$ cat src/rtl/pcxd_pkg.sv
package pcxd_pkg;

    localparam int unsigned PALETTE_ENTRIES_DEF = 256;

    localparam int DIM_W      = 17;
    localparam int CNT_W      = 33;
    localparam int RUN_W      = 6;
    localparam int BYTE_W     = 8;
    localparam int COLOR_W    = 24;
    localparam int IN_DATA_W  = 40;
    localparam int OUT_DATA_W = 24;
    localparam int OUT_USER_W = 2;
    localparam int APB_AW     = 3;
    localparam int APB_DW     = 32;

    // Bytes above this value are run markers
    localparam logic [BYTE_W-1:0] RUN_MARK = 8'hBF;

    localparam logic [DIM_W-1:0] DIM_MIN = 17'd1;
    localparam logic [DIM_W-1:0] DIM_MAX = 17'd65536;

    // Input item kinds (tuser)
    localparam logic CMD_DATA    = 1'b0;
    localparam logic CMD_PALETTE = 1'b1;

    // Register indexes (paddr[2])
    localparam logic REG_WIDTH  = 1'b0;
    localparam logic REG_HEIGHT = 1'b1;

    typedef struct packed {
        logic accept;   // input beat taken this cycle
        logic check;    // clip the pending run against the image size
        logic emit;     // load one pixel into the output register
    } t_cmd;

    typedef struct packed {
        logic starts;   // the offered data byte opens a non-empty run
        logic n_zero;   // clipped run has no pixels left
        logic last;     // the pixel being loaded is the last of the run
        logic out_free; // output register can take a pixel
    } t_stat;

endpackage

$ cat src/rtl/pcxd_ctrl.sv
module pcxd_ctrl (
    input  logic            i_clk,
    input  logic            i_rst_n,
    input  logic            i_tvalid,
    output logic            o_tready,
    input  pcxd_pkg::t_stat i_stat,
    output pcxd_pkg::t_cmd  o_cmd
);
    import pcxd_pkg::*;

    typedef enum logic [2:0] {
        S_IDLE  = 3'b001,
        S_CHECK = 3'b010,
        S_EMIT  = 3'b100
    } t_state;

    t_state r_state;
    t_state n_state;

    assign o_tready = (r_state == S_IDLE);

    always_comb begin
        n_state      = r_state;
        o_cmd        = '0;
        o_cmd.accept = i_tvalid & o_tready;
        case (r_state)
            S_IDLE: begin
                if (i_tvalid && i_stat.starts) n_state = S_CHECK;
            end
            S_CHECK: begin
                o_cmd.check = 1'b1;
                n_state     = i_stat.n_zero ? S_IDLE : S_EMIT;
            end
            S_EMIT: begin
                if (i_stat.out_free) begin
                    o_cmd.emit = 1'b1;
                    if (i_stat.last) n_state = S_IDLE;
                end
            end
            default: n_state = S_IDLE;
        endcase
    end

    always_ff @(posedge i_clk) begin
        if (!i_rst_n) begin
            r_state <= S_IDLE;
        end else begin
            r_state <= n_state;
        end
    end

endmodule

$ cat config.mk
export PLATFORM = sky130hd
export DESIGN_NAME = pcxd_ctrl
export DESIGN_NICKNAME = d
export VERILOG_FILES = /design/src/rtl/pcxd_pkg.sv /design/src/rtl/pcxd_ctrl.sv
export SDC_FILE = /design/constraint.sdc
export NUM_CORES = 1
export LEC_CHECK = 0
export BUFFER_PORTS_ARGS = -buffer_cell sky130_fd_sc_hd__buf_2
export CAP_MARGIN = 25
export CORE_AREA = 2 2 39 41
export DETAILED_ROUTE_END_ITERATION = 6
export DIE_AREA = 0 0 41 43
export GPL_TIMING_DRIVEN = 0
export SLEW_MARGIN = 15
export SYNTH_ARGS = -nofsm -noshare
export SYNTH_HDL_FRONTEND = slang
export SYNTH_SLANG_ARGS = --single-unit
$ cat constraint.sdc
create_clock -name i_clk -period 1.5 [get_ports i_clk]
set_clock_uncertainty 0.15 [all_clocks]
set_input_delay 0.3 -clock i_clk [delete_from_list [all_inputs] [get_ports i_clk]]
set_output_delay 0.3 -clock i_clk [all_outputs]
set_load 0.005 [all_outputs]
==> results of run 1 <==
[what timing repair did]
item,in CTS,in global routing
gates resized for setup,1,0
setup endpoints to repair,1,1
setup buffers,0,1
endpoints found under the hold margin,0,0
hold buffers,0,0
[routing by layer]
| layer | part of all wire, % | global-route usage, % | wire length, µm | up-vias |
|---|---|---|---|---|
| li1 | - | - | - | 81 |
| met1 | 45 | 5.13 | 175 | 71 |
| met2 | 43 | 5.63 | 169 | 7 |
| met3 | 11 | 4.71 | 44 | 0 |
| met4 | 0 | 6.00 | 0 | 0 |
| met5 | 0 | 0 | 0 | - |
[logic make-up (layout without fill, tap and decap cells)]
kind of cell / after synthesis / after routing
simple gates: 8 / 8
compound gates: 3 / 3
flops: 3 / 3
buf+inv: 0 / 15
[power by group through the flow]
stage | logic (mW) | clock network (mW) | registers (mW)
after floorplan | 0.0144 | 0 | 0.0857
after global placement | 0.0280 | 0 | 0.0864
after detailed placement | 0.0283 | 0 | 0.0865
after CTS | 0.0284 | 0.151 | 0.0855
after global routing | 0.0317 | 0.157 | 0.0857
final | 0.0295 | 0.145 | 0.0855
[per-stage QoR]
step / hold WS (ps) / setup WS (ps) / setup TNS [ps] / instances / power (mW)
after floorplan: 302 / 305 / 0 / 14 / 0.100
after global placement: 418 / 248 / 0 / 40 / 0.114
after detailed placement: 420 / 238 / 0 / 40 / 0.115
after CTS: 175 / 25.4 / 0 / 44 / 0.265
after global routing: 177 / -14.3 / -14.3 / 45 / 0.274
final: 184 / 43.7 / 0 / 45 / 0.260
[Yosys cell counts]
| cell type | number |
|---|---|
| sky130_fd_sc_hd__o21ba_1 | 1 |
| sky130_fd_sc_hd__nand2b_1 | 1 |
| sky130_fd_sc_hd__a2bb2oi_1 | 1 |
| sky130_fd_sc_hd__and4bb_4 | 1 |
| sky130_fd_sc_hd__or2b_1 | 1 |
| sky130_fd_sc_hd__a21oi_1 | 1 |
| sky130_fd_sc_hd__nor2_1 | 2 |
| sky130_fd_sc_hd__nor3b_1 | 1 |
| sky130_fd_sc_hd__and3_4 | 1 |
| sky130_fd_sc_hd__and4bb_2 | 1 |
| sky130_fd_sc_hd__dfxtp_1 | 3 |
[path summary, 6_finish.rpt]
| check | startpoint | end | slack [ps] |
|---|---|---|---|
| worst max-delay path | r_state[1] | o_cmd[1] | 40 |
| worst min register to register | r_state[2] | r_state[2] | 450 |
| worst min-delay path | i_stat[3] | r_state[1] | 180 |
| worst max register to register | r_state[1] | r_state[0] | 210 |
[layout make-up]
type	instances	area share, %
sequential	3	23.8
timing repair buffer	11	22.3
clock buffer	4	10.2
tap	16	7.77
multi-input combinational	11	35.9
==> results list, run 1 <==
* Outcome: finished, final reports clean
- Counting buffers and inverters, the worst setup path is 3 cells deep.
- Power density over the cells: a little over 1000 nW/µm²
* CP max-delay cell: sky130_fd_sc_hd__dfxtp_2
* Cell Chain, Critical Path: or2b_1 -> nor2_1 -> buf_2
* Flip-flop count of the largest register after layout: 3
- Number of antenna violations at the first check in global routing: 0
* Post-synth top area cell: sky130_fd_sc_hd__dfxtp_1
- In this run, the combinational gates consume a little under an eighth of the power.
- Synthesized-area fraction occupied by ao, oa, aoi and oai cells: between 10% and 20%
- Along the worst hold path, the cell count comes to 2.
- Placer Congestion: 0.577
* Area fraction of the dominant cell type after synthesis: between 30% and 40%
- Buffers added on ports: 10
- Depth of the CTS H-tree: 1
- The repair_antennas step left the layout with diodes totalling 0.
- Of all nets on the critical path, the largest fanout is 5.
* Worst slew slack as a fraction of its limit: ~86%
- In this run, synthesis produced a sequential element count of 3.
- The number of hold violations in the final report is 0.
- Finished Cell Area: about 260 µm²
* Area of the mapped netlist: ~150 µm²
- Total track usage: under 10%
- Die Span Y: 43 µm
* Tightest Pin Transition: between 200 and 250 ps
* Wire length reported by the detailed router: 389 µm
* Avg WL per Cell: ~8.6 µm
- Clock sink count: 3
* Worst Setup Path Type: reg2out
* Count of endpoints failing setup in the final report: 0
- Vias per Instance: between 3 and 4
- Clock network fraction of total power: around 56%
- Flip-flop and latch area: approximately 61 µm²
- Entering global routing, the biggest net connects 6 pins.
* Leakage power: ~0.11 nW
* Buf+Inv Stages, Crit Path: 1
* Number of max-cap violations: 0
* Final slew viol count: 0
* Count of synthesis-stage warnings from yosys: 0
* Arrival @ worst endpoint: between 1000 and 1500 ps
* Total via count in the routed design: between 150 and 200
- Biggest regs: r_state: 3 flops
* Unrepaired setup endpoints after global routing: yes
- For the worst setup path, the data required time is between 1000 and 1500 ps.
- Util after Layout: between 10% and 20%
* Horizontal die dimension: about 40 µm
- Xor/xnor share of the synthesized area: 0%
- Crit. End Element: output port
- Area post-placement: about 220 µm²
- Most frequent cells in the layout: 10 x sky130_fd_sc_hd__buf_2, 3 x sky130_fd_sc_hd__clkbuf_4, 2 x sky130_fd_sc_hd__nor2_1, 2 x sky130_fd_sc_hd__dfxtp_1
- Die Area: ~1800 µm²
- Post-route DRC: 0
- Sequential cells account for roughly a third of the total power.
* Via count of the first global-routing pass: between 100 and 150
* Synth Area in Adders: 0%
* CP top delay family: flip-flops
- The register with the most flip-flops in the final layout is r_state.
* Starting Density: around 11%
- Count of pins on the block boundary: 11
- Post-synthesis share of cell area spent on and, or, nand and nor gates: between 40 and 50%
- Main combinational cell family by area after synthesis: simple AND/OR/NAND/NOR gates
- R2R depth: 4
* Time the final worst path needs with I/O delays and setup: about 1500 ps
- Final Cycle Share: just under 100%
- Number of distinct library cell variants in the gate-level netlist after synthesis: 11
* Switching Share: ~22%
* Worst IR drop on VDD: between 200 and 300 µV
* Worst-Skew Late Latency: 240 ps
- The core region is about 1400 µm².
* Post-synthesis average cell area: approximately 11 µm²
* Power Internal: 0.203 mW
- The initialized floorplan defines 14 standard-cell rows.
- Share of cells above drive strength 1: about 62%
- Wire length of the first global-routing pass: slightly above 500 µm
* Psw: about 0.058 mW
- Multiplexer cells account for 0% of the synthesized area.
* Worst hold-check path type: in2reg
- Filler Cells Inserted: around 150
* Total grt overflow: 0
- Post-synthesis to final-layout area growth: 68.9%
- Root Driver: sky130_fd_sc_hd__clkbuf_4
- Number of routed nets with antenna violations: 0
- The library cell used most frequently in the layout, excluding fill and tap cells, is sky130_fd_sc_hd__buf_2.
- Top cells by area in the synthesized netlist: sky130_fd_sc_hd__dfxtp_1 39%, sky130_fd_sc_hd__and4bb_4 11%, sky130_fd_sc_hd__and4bb_2 8.2%, sky130_fd_sc_hd__and3_4 7.4%, sky130_fd_sc_hd__o21ba_1 6.6%
- Derived from the worst setup path, the maximum achievable clock frequency is around 690 MHz.
- Iteration count of the initial detailed-routing pass: 2
* Clock tree from TritonCTS: done
- Detailed placement ended at an HPWL of around 290 µm.
- Num CTS Buffers: 3
- Final net count: 37
* Sort of element at the start of the critical path: register
- Clock tree buffer depth: 2
- Clock-pin slew was measured on the worst setup and hold paths at ~40 ps.
* Synthesized netlist cell count: 14
* Synth Net Count: 21
* DRT iter0 DRCs: 3
- Summing all multi-input logic gate instances after layout gives roughly 90 µm².
* Delay of the slowest cell on the worst path: 340 ps
- Sequential area share after synthesis: about two fifths
Note: power is estimated with default switching activity, not from simulation.
==> run 2: changes to the inputs <==
- BUFFER_PORTS_ARGS: -buffer_cell sky130_fd_sc_hd__buf_2 -> unset
- DONT_BUFFER_PORTS: unset -> 1
==> results list, run 2 (synthesis results as in run 1) <==
* Worst R2R Setup Slack: 260 ps (+50 ps)
* Post-synthesis to final-layout area growth: 30.3%
- The core area came to 1380 µm² (unchanged).
* Unrepaired setup endpoints after global routing: no
- Register with the most flip-flops: r_state
- The length in cells of the worst reg-to-reg path is 3 (-1).
- The number of flip-flops in the largest register was 3 (unchanged).
- Launch point of the worst path: r_state[1]
* Number of max-cap violations: 0 (unchanged)
- Vias per Instance: 3.47 (-1.8%)
- The proportion of power drawn by combinational gates is 6.7% (-4.6 points).
* Tot Pwr: 0.238 mW (-8.4%)
- Endpoint of the worst register-to-register path: r_state[0]
* Buffers added on ports: 0 (-10)
* Cell Chain, Critical Path: or2b_1 -> nor2_1
- Avg WL per Cell: 10.1 µm (+17%)
- The fill cell instance count of the final layout came to 156 (+2.6%).
- Count of inserted antenna diode cells: 0 (unchanged)
* Clock sink count: 3 (unchanged)
- The number of nets in the finished design was 26 (-30%).
- The number of buffers inserted during clock tree synthesis was 3 (unchanged).
- Arrival @ worst endpoint: 980 ps (-30 ps)
* Count of pins on the block boundary: 11 (unchanged)
- Power density over the cells: 1200 nW/µm² (+19%)
- The static leakage power came to 0.0673 nW (-41%).
- Final slew viol count: 0 (unchanged)
- The required time of the critical path is 1050 ps (about the same).
- The initial core utilization came to 11.0% (unchanged).
- The clock latency on the worst-skew pair came to 230 ps (about the same).
- Psw: 0.0457 mW (-21%)
* Depth of the CTS H-tree: 1 (unchanged)
- Root Driver: sky130_fd_sc_hd__clkbuf_4
* CP max FO: 5 (unchanged)
- CP top delay family: simple AND/OR/NAND/NOR gates
* Buf+Inv Stages, Crit Path: 0 (-1)
- The fraction of layout cells with a size suffix above 1 is 33.3% (-29 points).
* Worst slew slack as a fraction of its limit: 82.2% (-3.6 points)
- In the layout the commonest cells are 3 x sky130_fd_sc_hd__clkbuf_4, 3 x sky130_fd_sc_hd__dfxtp_1, 2 x sky130_fd_sc_hd__nor2_1.
* Critical Path End: o_cmd[1]
- STA classifies the critical path startpoint as a register.
- The post-CTS clock slew at the launch and capture registers of the worst setup and hold paths came to 40 ps (about the same).
* Tightest Pin Transition: 266 ps (+53.6 ps)
- In the final layout, the registers with the most flip-flops are r_state: 3 flops.
- Number of gates on the worst path with buffers counted: 2 (-1)
- The clock network power share came to 57.6% (+1.7 points).
- Worst Setup Path Type: reg2out
* Via count of the first global-routing pass: 122 (-8.3%)
- Number of antenna violations at the first check in global routing: 0 (unchanged)
- The fraction of power spent switching nets is 19.2% (-3.0 points).
- The overall fraction of global-route tracks in use was 4.91% (-0.31 points).
- Crit. End Element: output port
- DRT iter0 DRCs: 0 (-3)
- Hold violation total from the final report: 0 (unchanged)
- The setup-violating endpoint count in the final report is 0 (unchanged).
- Flop pwr share: 35.7% (+2.9 points)
- Total via count in the routed design: 118 (-26%)
* Wire length of the first global-routing pass: 510 µm (unchanged)
- Iteration count of the initial detailed-routing pass: 1 (-1)
- The worst voltage drop across the vdd grid was 554 µV (+100%).
- The setup fix buffers added after clock tree synthesis was 0 (unchanged).
- FMAX: 701 MHz (+2.1%)
- Die Area: 1760 µm² (unchanged)
- Worst r2r src: r_state[1]
- The height of the die came to 43 µm (unchanged).
- The period utilization was 95.1% (-2.0 points).
- The post-route setup TNS was 0 ps (unchanged).
- Number of routed nets with antenna violations: 0 (unchanged)
- Time the final worst path needs with I/O delays and setup: 1430 ps (-29.8 ps)
* Hold Buf Count CTS: 0 (unchanged)
* Clock tree from TritonCTS: done
* Total grt overflow: 0 (unchanged)
* Delay of the slowest cell on the worst path: 360 ps (+20 ps)
- Clock tree buffer depth: 2 (unchanged)
- Wire length reported by the detailed router: 344 µm (-12%)
- Among all stages on the critical path, the largest delay is contributed by sky130_fd_sc_hd__dfxtp_1.
- Resized cells post-CTS: 0 (-1)
* Count of standard-cell rows: 14 (unchanged)
- Power Internal: 0.193 mW (-5.0%)
* Worst hold-check path type: in2reg
* Placer Congestion: 0.562 (-2.6%)
- Horizontal die dimension: 41 µm (unchanged)
* Outcome: finished, final reports clean
- Post-route DRC: 0 (unchanged)
- Pin count of the biggest net entering global routing: 6 (unchanged)
-- run 2: worst min-delay path by stage --
| stage | from | endpoint | slack (ps) | depth (start not counted) |
|---|---|---|---|---|
| final | i_rst_n | r_state[2] | 80 | 2 |
| after floorplan | i_rst_n | r_state[2] | 300 | 2 |
| after global placement | i_rst_n | r_state[2] | 310 | 2 |
| after detailed placement | i_rst_n | r_state[2] | 320 | 2 |
| after CTS | i_rst_n | r_state[2] | 80 | 2 |
| after global routing | i_rst_n | r_state[2] | 80 | 2 |
-- run 2: final cells by class --
class,count,area [µm²],area share [%]
Tap cell,16,20.0,10.1
Multi-Input combinational cell,11,92.6,46.5
Clock buffer,4,26.3,13.2
Sequential cell,3,60.1,30.2
-- run 2: power groups by stage --
stage	sequential [mW]	combinational (mW)	clock, mW
finish	0.0852	0.0159	0.137
global route	0.0855	0.0167	0.156
CTS	0.0852	0.0165	0.145
detailed placement	0.0865	0.0165	0
global placement	0.0865	0.0162	0
floorplan	0.0857	0.0144	0
-- run 2: metrics by stage --
stage / hold WS [ps] / cell area [µm²] / utilization, % / worst slack [ps] / cells
2_1_floorplan: 302 / 153 / - / 305 / 14
3_5_place_dp: 322 / 173 / 12.5 / 245 / 30
3_3_place_gp: 314 / 173 / 12.5 / 257 / 30
4_1_cts: 78.8 / 199 / 14.4 / 50.7 / 34
5_1_grt: 76.2 / 199 / 14.4 / 22.0 / 34
6_report: 84.8 / 199 / 14.4 / 73.5 / 34
-- run 2: metal layers --
layer / wire [µm] / part of all wire, % / up-vias / track usage, %
li1: - / - / 60 / -
met2: 149 / 43 / 7 / 5.63
met3: 69 / 20 / 0 / 5.76
met5: 0 / 0 / - / 0
met4: 0 / 0 / 0 / 4.00
met1: 125 / 36 / 51 / 4.47
